==> config.mk <==
export PLATFORM = sky130hd
export DESIGN_NAME = fixed_pool_free_list_allocator
export DESIGN_NICKNAME = d
export VERILOG_FILES = /design/src/design/fpfl_pkg.sv /design/src/design/fpfl_mark_store.sv /design/src/design/fixed_pool_free_list_allocator.sv
export SDC_FILE = /design/constraint.sdc
export NUM_CORES = 1
export LEC_CHECK = 0
export ABC_AREA = 1
export ABC_CLOCK_PERIOD_IN_PS = 3400
export BUFFER_PORTS_ARGS = -buffer_cell sky130_fd_sc_hd__clkbuf_2
export CELL_PAD_IN_SITES_DETAIL_PLACEMENT = 1
export CELL_PAD_IN_SITES_GLOBAL_PLACEMENT = 2
export CORE_MARGIN = 5
export CORE_UTILIZATION = 30
export DETAILED_ROUTE_END_ITERATION = 6
export GPL_TIMING_DRIVEN = 0
export PLACE_DENSITY = 0.64
export REMOVE_ABC_BUFFERS = 1
export SLEW_MARGIN = 25
export SYNTH_ARGS = -nofsm -noshare
export SYNTH_HDL_FRONTEND = slang
export SYNTH_SLANG_ARGS = --single-unit
==> constraint.sdc <==
create_clock -name aclk -period 3.4 [get_ports aclk]
set_input_delay 0.68 -clock aclk [delete_from_list [all_inputs] [get_ports aclk]]
set_output_delay 0.68 -clock aclk [all_outputs]
set_load 0.005 [all_outputs]
==> src/design/fpfl_pkg.sv <==
// ----------------------------------------------------------------------------
// Free list allocator package
// Shared constants, codes and types of the fixed pool free list allocator.
// ----------------------------------------------------------------------------
package fpfl_pkg;

    // Built depth of the pool.
    localparam int POOL_DEPTH = 64;
    // The pool never uses more than 64 entries, whatever the built depth.
    localparam int POOL_LIMIT = (POOL_DEPTH < 64) ? POOL_DEPTH : 64;
    // Address width of the entry stores.
    localparam int ADDR_W     = $clog2(POOL_LIMIT);

    // Field widths of the items.
    localparam int IDX_W      = 6;
    localparam int CNT_W      = 7;
    localparam int STATUS_W   = 2;

    localparam logic [CNT_W-1:0] CAP_MAX   = CNT_W'(POOL_LIMIT);
    localparam logic [CNT_W-1:0] CAP_RESET = 7'd64;

    // Request kinds.
    typedef enum logic {
        OP_ALLOC   = 1'b0,
        OP_RELEASE = 1'b1
    } op_t;

    // Result status codes.
    typedef enum logic [STATUS_W-1:0] {
        STATUS_OK        = 2'd0,
        STATUS_EXHAUSTED = 2'd1,
        STATUS_DOUBLE    = 2'd2,
        STATUS_BEYOND    = 2'd3
    } status_t;

    // Sequencer states.
    typedef enum logic {
        S_IDLE = 1'b0,
        S_EXEC = 1'b1
    } state_t;

    // Write request to the in-use mark store.
    typedef struct packed {
        logic              en;
        logic [ADDR_W-1:0] addr;
        logic              val;
    } mark_wr_t;

endpackage

==> src/design/fpfl_mark_store.sv <==
// ----------------------------------------------------------------------------
// In-use mark store
// One-bit-wide entry memory with a registered read and a valid bit per entry,
// so that a clear makes every entry read as free at once.
// ----------------------------------------------------------------------------
module fpfl_mark_store
    import fpfl_pkg::*;
(
    input  logic              aclk,
    input  logic              aresetn,
    input  logic              clear,
    input  logic              rd_en,
    input  logic [ADDR_W-1:0] rd_addr,
    output logic              rd_data,
    input  mark_wr_t          wr
);

    logic                  mark_mem [POOL_LIMIT];
    logic [POOL_LIMIT-1:0] vld_reg;
    logic                  rd_mem_reg;
    logic                  rd_vld_reg;

    // Memory write port.
    always_ff @(posedge aclk) begin
        if (wr.en) begin
            mark_mem[wr.addr] <= wr.val;
        end
    end

    // Registered read of the mark and of its valid bit.
    always_ff @(posedge aclk) begin
        if (rd_en) begin
            rd_mem_reg <= mark_mem[rd_addr];
            rd_vld_reg <= vld_reg[rd_addr];
        end
    end

    // An entry becomes valid when first written; a clear drops them all.
    always_ff @(posedge aclk) begin
        if (!aresetn || clear) begin
            vld_reg <= '0;
        end else if (wr.en) begin
            vld_reg[wr.addr] <= 1'b1;
        end
    end

    // An entry never written since the last clear reads as free.
    assign rd_data = rd_mem_reg & rd_vld_reg;

endmodule

==> src/design/fixed_pool_free_list_allocator.sv <==
// ----------------------------------------------------------------------------
// Fixed pool free list allocator
// Hands out and takes back entries of a fixed pool through a LIFO free list.
// ----------------------------------------------------------------------------
// Usage:
//   The s_ channel carries requests: s_tuser is the operation (0 allocate,
//   1 release) and s_tdata holds the index to release. The m_ channel returns
//   one result item per request: the status in m_tuser, the granted index and
//   the live count in m_tdata.
//   The acceptance edge reads the link memory at the stack head and the mark
//   store at the release index; the commit edge, once the output register is
//   free, loads it and on success updates the marks and, for a release, the
//   link memory. No new request is taken until the last one has committed.
//   A request is accepted while an earlier result still waits in the output
//   register; it is then held until that result is taken, so a stalled
//   receiver stops the block after one request.
//   Reset, and every write of cfg_wdata, return the pool to a state with every
//   entry free and never used; no clearing pass is needed, so the block takes
//   requests in the first cycle after reset. After reset the capacity is 64.
//   Users must write configuration only while no request is in flight; unenforced.
// ----------------------------------------------------------------------------
module fixed_pool_free_list_allocator
    import fpfl_pkg::*;
(
    input  logic        aclk,
    input  logic        aresetn,
    // Configuration: capacity.
    input  logic        cfg_we,
    input  logic [6:0]  cfg_wdata,
    // Requests.
    input  logic        s_tvalid,
    output logic        s_tready,
    input  logic [7:0]  s_tdata,   // [5:0] release_index, [7:6] zero
    input  logic [0:0]  s_tuser,   // [0] operation
    // Results.
    output logic        m_tvalid,
    input  logic        m_tready,
    output logic [15:0] m_tdata,   // [5:0] granted_index, [12:6] live_count
    output logic [1:0]  m_tuser    // [1:0] status
);

    state_t             state_reg, state_next;
    logic               op_reg;
    logic [IDX_W-1:0]   idx_reg;
    logic [CNT_W-1:0]   capacity_reg;
    logic [IDX_W-1:0]   head_reg;
    logic               nonempty_reg;
    logic [CNT_W-1:0]   fresh_reg;
    logic [CNT_W-1:0]   alloc_reg;
    logic [IDX_W-1:0]   link_rd_reg;
    logic [IDX_W-1:0]   link_mem [POOL_LIMIT];

    logic               out_valid_reg;
    status_t            out_status_reg;
    logic [IDX_W-1:0]   out_grant_reg;
    logic [CNT_W-1:0]   out_live_reg;

    logic               accept;
    logic               out_free;
    logic               commit;
    logic               mark_rd;
    mark_wr_t           mark_wr;
    logic [CNT_W-1:0]   cap_eff;
    logic [CNT_W-1:0]   alloc_inc;
    logic               pop_ok;
    logic               fresh_ok;

    status_t            status_c;
    logic [IDX_W-1:0]   grant_c;
    logic [IDX_W-1:0]   head_c;
    logic               nonempty_c;
    logic [CNT_W-1:0]   fresh_c;
    logic [CNT_W-1:0]   alloc_c;
    logic               link_we_c;

    // Handshake terms.
    assign accept   = s_tvalid && s_tready;
    assign out_free = !out_valid_reg || m_tready;
    assign commit   = (state_reg == S_EXEC) && out_free;

    // Next-state logic of the sequencer.
    always_comb begin
        state_next = state_reg;
        unique case (state_reg)
            S_IDLE: begin
                if (accept) begin
                    state_next = S_EXEC;
                end
            end
            S_EXEC: begin
                if (out_free) begin
                    state_next = S_IDLE;
                end
            end
            default: state_next = S_IDLE;
        endcase
    end

    // Output logic of the sequencer.
    always_comb begin
        s_tready = 1'b0;
        unique case (state_reg)
            S_IDLE:  s_tready = 1'b1;
            S_EXEC:  s_tready = 1'b0;
            default: s_tready = 1'b0;
        endcase
    end

    always_ff @(posedge aclk) begin
        if (!aresetn || cfg_we) begin
            state_reg <= S_IDLE;
        end else begin
            state_reg <= state_next;
        end
    end

    // Capture of the request.
    always_ff @(posedge aclk) begin
        if (accept) begin
            op_reg  <= s_tuser[0];
            idx_reg <= s_tdata[IDX_W-1:0];
        end
    end

    // Link memory: read at the stack head on acceptance, written on release.
    always_ff @(posedge aclk) begin
        if (accept) begin
            link_rd_reg <= link_mem[head_reg[ADDR_W-1:0]];
        end
        if (commit && link_we_c) begin
            link_mem[idx_reg[ADDR_W-1:0]] <= head_reg;
        end
    end

    // The capacity in force, clamped to the built depth.
    assign cap_eff   = (capacity_reg > CAP_MAX) ? CAP_MAX : capacity_reg;
    assign alloc_inc = alloc_reg + CNT_W'(1);
    assign pop_ok    = nonempty_reg && ({1'b0, head_reg} < cap_eff);
    assign fresh_ok  = fresh_reg < cap_eff;

    // Request evaluation with the read data of both memories.
    always_comb begin
        status_c      = STATUS_OK;
        grant_c       = '0;
        head_c        = head_reg;
        nonempty_c    = nonempty_reg;
        fresh_c       = fresh_reg;
        alloc_c       = alloc_reg;
        link_we_c     = 1'b0;
        mark_wr.en    = 1'b0;
        mark_wr.addr  = idx_reg[ADDR_W-1:0];
        mark_wr.val   = 1'b0;
        if (op_reg == OP_ALLOC) begin
            priority if (pop_ok) begin
                // Pop the most recently released entry.
                grant_c      = head_reg;
                head_c       = link_rd_reg;
                alloc_c      = alloc_inc;
                nonempty_c   = fresh_reg > alloc_inc;
                mark_wr.en   = 1'b1;
                mark_wr.addr = head_reg[ADDR_W-1:0];
                mark_wr.val  = 1'b1;
            end else if (fresh_ok) begin
                // Hand out the next never-used entry.
                grant_c      = fresh_reg[IDX_W-1:0];
                fresh_c      = fresh_reg + CNT_W'(1);
                alloc_c      = alloc_inc;
                mark_wr.en   = 1'b1;
                mark_wr.addr = fresh_reg[ADDR_W-1:0];
                mark_wr.val  = 1'b1;
            end else begin
                status_c = STATUS_EXHAUSTED;
            end
        end else begin
            priority if ({1'b0, idx_reg} >= cap_eff) begin
                status_c = STATUS_BEYOND;
            end else if (!mark_rd) begin
                status_c = STATUS_DOUBLE;
            end else begin
                // Push the entry onto the released stack.
                head_c       = idx_reg;
                nonempty_c   = 1'b1;
                alloc_c      = alloc_reg - CNT_W'(1);
                link_we_c    = 1'b1;
                mark_wr.en   = 1'b1;
                mark_wr.val  = 1'b0;
            end
        end
        if (!commit) begin
            mark_wr.en = 1'b0;
        end
    end

    // In-use marks, read at the release index on acceptance.
    fpfl_mark_store u_marks (
        .aclk    (aclk),
        .aresetn (aresetn),
        .clear   (cfg_we),
        .rd_en   (accept),
        .rd_addr (s_tdata[ADDR_W-1:0]),
        .rd_data (mark_rd),
        .wr      (mark_wr)
    );

    // Pool state registers; a capacity write restarts the pool.
    always_ff @(posedge aclk) begin
        if (!aresetn) begin
            capacity_reg <= CAP_RESET;
            head_reg     <= '0;
            nonempty_reg <= 1'b0;
            fresh_reg    <= '0;
            alloc_reg    <= '0;
        end else if (cfg_we) begin
            capacity_reg <= cfg_wdata;
            head_reg     <= '0;
            nonempty_reg <= 1'b0;
            fresh_reg    <= '0;
            alloc_reg    <= '0;
        end else if (commit) begin
            head_reg     <= head_c;
            nonempty_reg <= nonempty_c;
            fresh_reg    <= fresh_c;
            alloc_reg    <= alloc_c;
        end
    end

    // Output register.
    always_ff @(posedge aclk) begin
        if (!aresetn || cfg_we) begin
            out_valid_reg <= 1'b0;
        end else if (commit) begin
            out_valid_reg <= 1'b1;
        end else if (m_tready) begin
            out_valid_reg <= 1'b0;
        end
    end

    always_ff @(posedge aclk) begin
        if (commit) begin
            out_status_reg <= status_c;
            out_grant_reg  <= grant_c;
            out_live_reg   <= alloc_c;
        end
    end

    assign m_tvalid = out_valid_reg;
    assign m_tuser  = out_status_reg;
    assign m_tdata  = {3'b000, out_live_reg, out_grant_reg};

endmodule
==> summary.txt, run 1 <==
Setup path
  • Top cell by count, worst path: nor2_4
  • Crit Reg-Reg Startpoint: capacity_reg[5]
  • Crit path capture type: flop
  • Largest stage delay on the critical path: 0.36 ns
  • CP Launch Point: capacity_reg[5]
  • Critical path, cell by cell: nor2_4 > nand3_4 > nand2_8 > nand2_8 > ha_4 > a21o_1 > a22oi_2 > nand3_2 > nor2_4 > inv_2 > nor2_4 > inv_2 > nor2_4 > inv_4 > nor2_4 > buf_12 > nand3_4 > buf_12 > nor2_4
  • Critical path class: flop to flop
  • Crit path DAT: 3.52 ns
  • Data required, critical path: 3.65 ns
  • CP max stage cell: dfxtp_4
  • Critical Path Source Type: flop
  • Worst-path fanout max: 8

STA
  • Final hold violation count: 0
  • Worst-Margin Slew: 1.077 ns
  • Total negative slack: 0 ns
  • RSZ-0062 raised after global routing: true
  • Max Slew Vio Count: 0
  • Fmax: 305.4 MHz
  • Tmin final: 3.274 ns
  • Final period util: 96.31%
  • Slew HR: 28.00%
  • Clk_skew: 0.03560 ns
  • Final setup vio count: 0
  • Final setup margin: 0.1256 ns

Floorplanning
  • # rows: 104
  • Height of the die: 295.0 microns
  • Initial core utilization: 30.26%
  • Full die area: 87040 sq um
  • Die width: 295.0 microns
  • Core area: 80550 sq um
  • Top-level I/O count: 41

Clocking
  • CTS sink count: 572
  • Post-CTS Hold Buffers: 0
  • Clock buffer depth: 3
  • Clock Tree Root: clkbuf_16
  • CTS buffer count: 67
  • Clk pin slew, worst setup/hold paths: 0.06 ns
  • Clk_lat worst skew: 0.61 ns
  • CTS H-Tree Depth: 3
  • TritonCTS clock tree: built

Routing
  • Pre-antenna DRT Iters: 5
  • WL final: 73.71 mm
  • Wire per inst: 21.65 microns
  • Post-route ant nets: 0
  • DRC viols: 0
  • Vias/cell: 5.066
  • First DRT Iteration DRCs: 967
  • Vias: 17249

Global route
  • Gr usage total: 16.55%
  • Total gr overflow: 0
  • Initial antenna violation count: 1
  • Largest net degree at the start of global routing: 77
  • First-pass GRT wire length: 111.5 mm
  • Vias in the first global route: 18044

Outcome
  • Status: complete, no violations

Logic synthesis
  • Synth async-reset ratio: 0%
  • Sequential share of the synthesized area: 66.62%
  • Warnings from Yosys: 0
  • Area leader, netlist: edfxtp_1
  • Avg Inst Size Synth: 10.81 sq um
  • Top post-synthesis cells by area: edfxtp_1 (59%), dfxtp_1 (7.7%), o21ai_0 (7.4%), nor2_1 (6.3%), o22ai_1 (3.1%)
  • Mapped Area: 24370 sq um
  • Library cells used by synthesis: 43
  • Post-synth top area share: 58.90%
  • Cells after Synth: 2254
  • Post-synthesis register bit count: 572
  • Most used DFF post-synth: edfxtp_1
  • EDFF count, synth: 478

Final layout
  • Fin nets: 2342
  • Share of cells above drive strength 1: 15.14%
  • Area growth, synth to finish: 20.41%
  • N_diodes: 0
  • Final Util: 36.43%
  • Max reg flops: 384
  • Non-Filler Instances: 3405
  • Post-route cell area: 29350 sq um

Power and ir drop
  • Worst vdd ir: 306.0 uV
  • Register share of total power: 50.2%
  • Clk pwr share: 45.3%
  • Pint: 11710 uW
  • Sw Pwr: 3446 uW
  • Sw frac: 22.74%
  • PwrDens: 516.5 nW/um^2
  • Comb power frac: 4.5%
  • Leak Pwr: 0.01106 uW

Placement
  • Placed inst area: 25830 sq um
  • Post-detailed-placement half-perimeter wirelength: 44.26 mm
  • Dpl cells: 3244
  • Place WS: -1.178 ns
  • Buffers on Ports: 35
  • Routability Congestion: 0.7822

Job
  • Max-cap violations: 0

Min path
  • Worst Hold Launch: s_tuser
  • Hold WC Path Type: input port to flop
==> per-layer routing <==
layer / global-route usage, % / share of wire [%] / up-vias
met3: 2.569 / 3.4 / 98
met2: 28.07 / 48 / 271
met1: 22.28 / 46 / 8788
met5: 0 / 0 / -
met4: 4.462 / 2.3 / 0
li1: - / - / 8092
==> per-stage QoR <==
stage	hold WS (ns)	total power, uW
final	0.2633	15160
after global routing	0.2363	15700
after CTS	0.2206	15310
after detailed placement	0.4370	8355
after global placement	0.4326	8342
after floorplan	0.4268	8089
==> critical path: cells and delay by family (launching register included) <==
family | cells | cell delay, ns
compound gates | 2 | 0.32
fa+ha+maj | 1 | 0.22
buf+inv | 5 | 0.56
simple gates | 11 | 1.44
flops | 1 | 0.36
==> layout make-up <==
type	instances	area, sq um
Clock buffer	93	1794
Clock inverter	27	277.8
Fill cell	8681	51200
Inverter	191	765.7
Multi-Input combinational cell	1368	7760
Sequential cell	572	16270
Tap cell	1060	1326
Timing Repair Buffer	92	1127
Timing Repair inverter	2	20.02
==> worst paths after layout <==
path                              end  slack, ns  cells past startpoint
setup / recovery      link_mem[55][1]       0.13                     19
hold / removal                 op_reg       0.26                      1
setup reg to reg      link_mem[55][1]       0.13                     19
hold reg to reg   u_marks.vld_reg[36]       0.44                      2
==> cell usage in the layout (no fill, tap or decap), types with 68 or more instances in the layout <==
master     count
o22ai_1      121
clkbuf_16     68
inv_1        175
nand2_1      168
edfxtp_1     478
nor2_4        88
dfxtp_1       83
nor2_1       331
o21ai_0      358
a21oi_1       99
==> power groups by stage <==
stage,registers [uW],logic (uW),clock network (uW)
after floorplan,7750,340,0
after global placement,7780,561,0
after detailed placement,7750,605,0
after CTS,7600,659,7050
after global routing,7610,760,7330
final,7610,688,6860
==> synth_stat cells (3+ instances only) <==
cell type / instances
nand2_4: 9
o22ai_1: 121
o221ai_1: 23
a221oi_1: 9
o32ai_1: 4
inv_1: 185
o21ai_0: 359
nand3_1: 46
a31oi_1: 4
nand3_4: 3
clkbuf_1: 118
nor2_1: 406
clkinv_1: 3
o211ai_1: 9
nor3_1: 5
buf_4: 3
nand2_1: 183
nor2_4: 16
nand3_2: 3
a21oi_2: 6
dfxtp_1: 94
nand4_1: 10
xor2_1: 4
nand2_2: 7
ha_1: 27
edfxtp_1: 478
a21oi_1: 100
buf_2: 3
==> timing repair <==
| item | in CTS | in global routing |
|---|---|---|
| cloned | 3 | 2 |
| endpoints found under the setup margin | 597 | 510 |
| gates resized for setup | 172 | 46 |
| setup buffers | 27 | 10 |
| pin swaps | 24 | 19 |
==> logic make-up (layout without fill, tap and decap cells) <==
logic type / after synthesis / count (layout) / share of synthesized area, %
AND/OR/NAND/NOR: 692 / 692 / 12.16
AO/OA/AOI/OAI: 641 / 641 / 14.66
flip-flops: 572 / 572 / 66.62
buffers and inverters: 316 / 405 / 4.975
adder cells (fa/ha/maj): 27 / 27 / 1.386
XOR/XNOR: 5 / 5 / 0.1797
other: 1 / 3 / 0.01539
No activity file was read; power rests on OpenSTA's default activity.
==> run 2, diff against run 1 <==
--- a/config.mk
+++ b/config.mk
@@ -6,15 +6,15 @@
 export NUM_CORES = 1
 export LEC_CHECK = 0
 export ABC_AREA = 1
-export ABC_CLOCK_PERIOD_IN_PS = 3400
+export ABC_CLOCK_PERIOD_IN_PS = 3490
 export BUFFER_PORTS_ARGS = -buffer_cell sky130_fd_sc_hd__clkbuf_2
 export CELL_PAD_IN_SITES_DETAIL_PLACEMENT = 1
 export CELL_PAD_IN_SITES_GLOBAL_PLACEMENT = 2
 export CORE_MARGIN = 5
 export CORE_UTILIZATION = 30
 export DETAILED_ROUTE_END_ITERATION = 6
-export GPL_TIMING_DRIVEN = 0
-export PLACE_DENSITY = 0.64
+export GPL_TIMING_DRIVEN = 1
+export PLACE_DENSITY = 0.61
 export REMOVE_ABC_BUFFERS = 1
 export SLEW_MARGIN = 25
 export SYNTH_ARGS = -nofsm -noshare
==> constraint.sdc (replaced) <==
create_clock -name aclk -period 3.49 [get_ports aclk]
set_input_delay 0.698 -clock aclk [delete_from_list [all_inputs] [get_ports aclk]]
set_output_delay 0.698 -clock aclk [all_outputs]
set_load 0.005 [all_outputs]
==> run 2 against run 1 <==
Net effect:
- combinational power shrank 7.6%
- clock skew shrank 0.014 ns
- die area is the same
- routed wire length shrank 2.6%
- sequential power shrank 2.9%
- fmax shrank 0.60%
- clock power grew 1%
- highest routed layer unchanged
==> summary.txt, run 2 (synthesis gave the netlist of run 1 again) <==
Outcome
  • Status: complete, no violations (unchanged)

STA
  • Worst-Margin Slew: 0.8782 ns (was 1.077 ns)
  • Final setup vio count: 0 (unchanged)
  • Tmin final: 3.294 ns (was 3.274 ns)
  • Fmax: 303.6 MHz (was 305.4 MHz)
  • Final period util: 94.39% (was 96.31%)
  • Clk_skew: 0.02191 ns (was 0.03560 ns)
  • Final hold violation count: 0 (unchanged)
  • Max Slew Vio Count: 0 (unchanged)
  • Total negative slack: 0 ns (unchanged)
  • Slew HR: 41.45% (was 28.00%)

Routing
  • Wire per inst: 20.48 microns (was 21.65 microns)
  • DRC viols: 0 (unchanged)
  • Vias: 17166 (was 17249)
  • Vias/cell: 4.895 (was 5.066)
  • Pre-antenna DRT Iters: 5 (unchanged)
  • Post-route ant nets: 0 (unchanged)
  • WL final: 71.81 mm (was 73.71 mm)
  • First DRT Iteration DRCs: 854 (was 967)

Power and ir drop
  • PwrDens: 514.7 nW/um^2 (was 516.5 nW/um^2)
  • Leak Pwr: 0.01142 uW (was 0.01106 uW)
  • Sw Pwr: 3391 uW (was 3446 uW)
  • Sw frac: 22.65% (was 22.74%)
  • Register share of total power: 49.3% (was 50.2%)
  • Comb power frac: 4.2% (was 4.5%)
  • Final Total Pwr: 14970 uW (was 15160 uW)
  • Pint: 11580 uW (was 11710 uW)
  • Clk pwr share: 46.4% (was 45.3%)
  • Worst vdd ir: 304.8 uV (was 306.0 uV)

Floorplanning
  • Initial core utilization: 30.26% (unchanged)
  • Full die area: 87040 sq um (unchanged)
  • Die width: 295.0 microns (unchanged)
  • Core area: 80550 sq um (unchanged)
  • # rows: 104 (unchanged)
  • Height of the die: 295.0 microns (unchanged)
  • Top-level I/O count: 41 (unchanged)

Placement
  • Routability Congestion: 0.7746 (was 0.7822)
  • Post-detailed-placement half-perimeter wirelength: 45.21 mm (was 44.26 mm)
  • Dpl cells: 3380 (was 3244)
  • Buffers on Ports: 35 (unchanged)

Final layout
  • Share of cells above drive strength 1: 14.83% (was 15.14%)
  • N_diodes: 0 (unchanged)
  • Final Util: 36.12% (was 36.43%)
  • Max reg flops: 384 (unchanged)
  • Most frequent cells in the layout: edfxtp_1 (478), nor2_1 (399), o21ai_0 (359), inv_1 (181), nand2_1 (180) (was edfxtp_1 (478), o21ai_0 (358), nor2_1 (331), inv_1 (175), nand2_1 (168))
  • Fin nets: 2440 (was 2342)
  • Leading cell type in the layout, fill and taps excluded: edfxtp_1 (unchanged)
  • Layout fillers: 8858 (was 8681)
  • Area growth, synth to finish: 19.37% (was 20.41%)
  • Non-Filler Instances: 3507 (was 3405)

Setup path
  • Largest stage delay on the critical path: 0.31 ns (was 0.36 ns)
  • Crit path DAT: 3.61 ns (was 3.52 ns)
  • Critical Path Source Type: flop (unchanged)
  • Top cell by count, worst path: nor2_2 (was nor2_4)
  • Data required, critical path: 3.81 ns (was 3.65 ns)
  • Crit path capture type: flop (unchanged)
  • Critical path, cell by cell: nor2_2 > nand3_2 > nand2_4 > nand2_1 > ha_1 > a21oi_1 > o21ai_0 > nand4_1 > nand3_2 > nor2_2 > buf_4 > nor2_1 > nor2_2 > nand2_2 > clkinv_2 > nand3_4 > nor2_4 > buf_12 > nand2_1 > inv_1 (was nor2_4 > nand3_4 > nand2_8 > nand2_8 > ha_4 > a21o_1 > a22oi_2 > nand3_2 > nor2_4 > inv_2 > nor2_4 > inv_2 > nor2_4 > inv_4 > nor2_4 > buf_12 > nand3_4 > buf_12 > nor2_4)
  • Critical path class: flop to flop (unchanged)
  • Worst-path fanout max: 8 (unchanged)
  • CP max stage cell: dfxtp_1 (was dfxtp_4)

Clocking
  • CTS sink count: 572 (unchanged)
  • CTS H-Tree Depth: 3 (unchanged)
  • Clk_lat worst skew: 0.61 ns (about the same)
  • Clock buffer depth: 3 (unchanged)
  • Clk pin slew, worst setup/hold paths: 0.06 ns (about the same)
  • CTS buffer count: 68 (was 67)
  • TritonCTS clock tree: built (unchanged)
  • Clock Tree Root: clkbuf_16 (unchanged)

Global route
  • First-pass GRT wire length: 109.8 mm (was 111.5 mm)
  • Vias in the first global route: 18032 (was 18044)
  • Initial antenna violation count: 0 (was 1)
  • Largest net degree at the start of global routing: 139 (was 77)
  • Total gr overflow: 0 (unchanged)
  • Gr usage total: 16.30% (was 16.55%)

Job
  • Max-cap violations: 0 (unchanged)

Min path
  • Hold WC Path Type: input port to flop (unchanged)
==> run 2: changes by cell type in the layout (fill, tap and decap cells not counted), moves of 4 or more <==
cell / before / now
nor2_4: 88 / 18
nand2_1: 168 / 180
buf_4: 22 / 133
ha_4: 4 / 0
nor2_1: 331 / 399
inv_1: 175 / 181
ha_1: 23 / 27
clkinv_2: 7 / 11
clkinv_1: 11 / 15
buf_16: 9 / 0
clkbuf_1: 24 / 14
nand2_8: 8 / 0
dfxtp_1: 83 / 88
dfxtp_4: 10 / 4
==> run 2: routing by layer <==
metal	GRT usage (%)	routed length (microns)	share of wire (%)	up-vias
met5	0	0	0	-
met4	4.337	1816	2.5	0
met3	2.870	2628	3.7	103
met2	27.90	34860	49	258
met1	21.52	32500	45	8547
li1	-	-	-	8258
==> run 2: power by group through the flow <==
stage	clock network (uW)	registers, uW	logic [uW]
2_1_floorplan	0	7550	331
3_3_place_gp	0	7530	634
3_5_place_dp	0	7530	645
4_1_cts	7170	7390	648
5_1_grt	7450	7380	706
6_report	6950	7390	636
==> run 2: what timing repair did <==
item,CTS,global route
buffers inserted,0,2
pin swaps,1,4
endpoints found under the setup margin,271,488
gates resized for setup,3,15
hold buffers,0,0
gates cloned,0,0
==> run 2: cell type report <==
class	count	area (sq um)	area share, %
Clock buffer	87	1823	6.267
Clock inverter	38	355.3	1.222
Inverter	191	726.9	2.499
Multi-Input combinational cell	1368	6980	24.00
Sequential cell	572	16250	55.87
Tap cell	1060	1326	4.559
Timing Repair Buffer	191	1625	5.587
==> run 2: final timing paths <==
kind | start | endpoint | slack (ns) | depth (start not counted)
min reg2reg | u_marks.vld_reg[46] | u_marks.vld_reg[46] | 0.45 | 2
max reg2reg | capacity_reg[4] | u_marks.mark_mem[4] | 0.20 | 20
min | s_tuser | op_reg | 0.27 | 1
max | capacity_reg[4] | u_marks.mark_mem[4] | 0.20 | 20
==> run 2: per-stage QoR <==
step | hold slack [ns] | instance area, sq um | setup WS, ns
4_1_cts | 0.2380 | 29020 | 0.0001346
2_1_floorplan | 0.4268 | 23890 | -6.255
5_1_grt | 0.2485 | 29090 | -0.03075
3_5_place_dp | 0.4376 | 26830 | -0.06994
3_3_place_gp | 0.4345 | 26830 | -0.02324
6_report | 0.2701 | 29090 | 0.1958
==> run 2: critical path, delay by kind of cell (launching register included) <==
family                   cells  cell delay (ns)
AO/OA/AOI/OAI                2             0.27
buffers and inverters        4             0.48
adder cells (fa/ha/maj)      1             0.31
AND/OR/NAND/NOR             13             1.62
flip-flops                   1             0.31
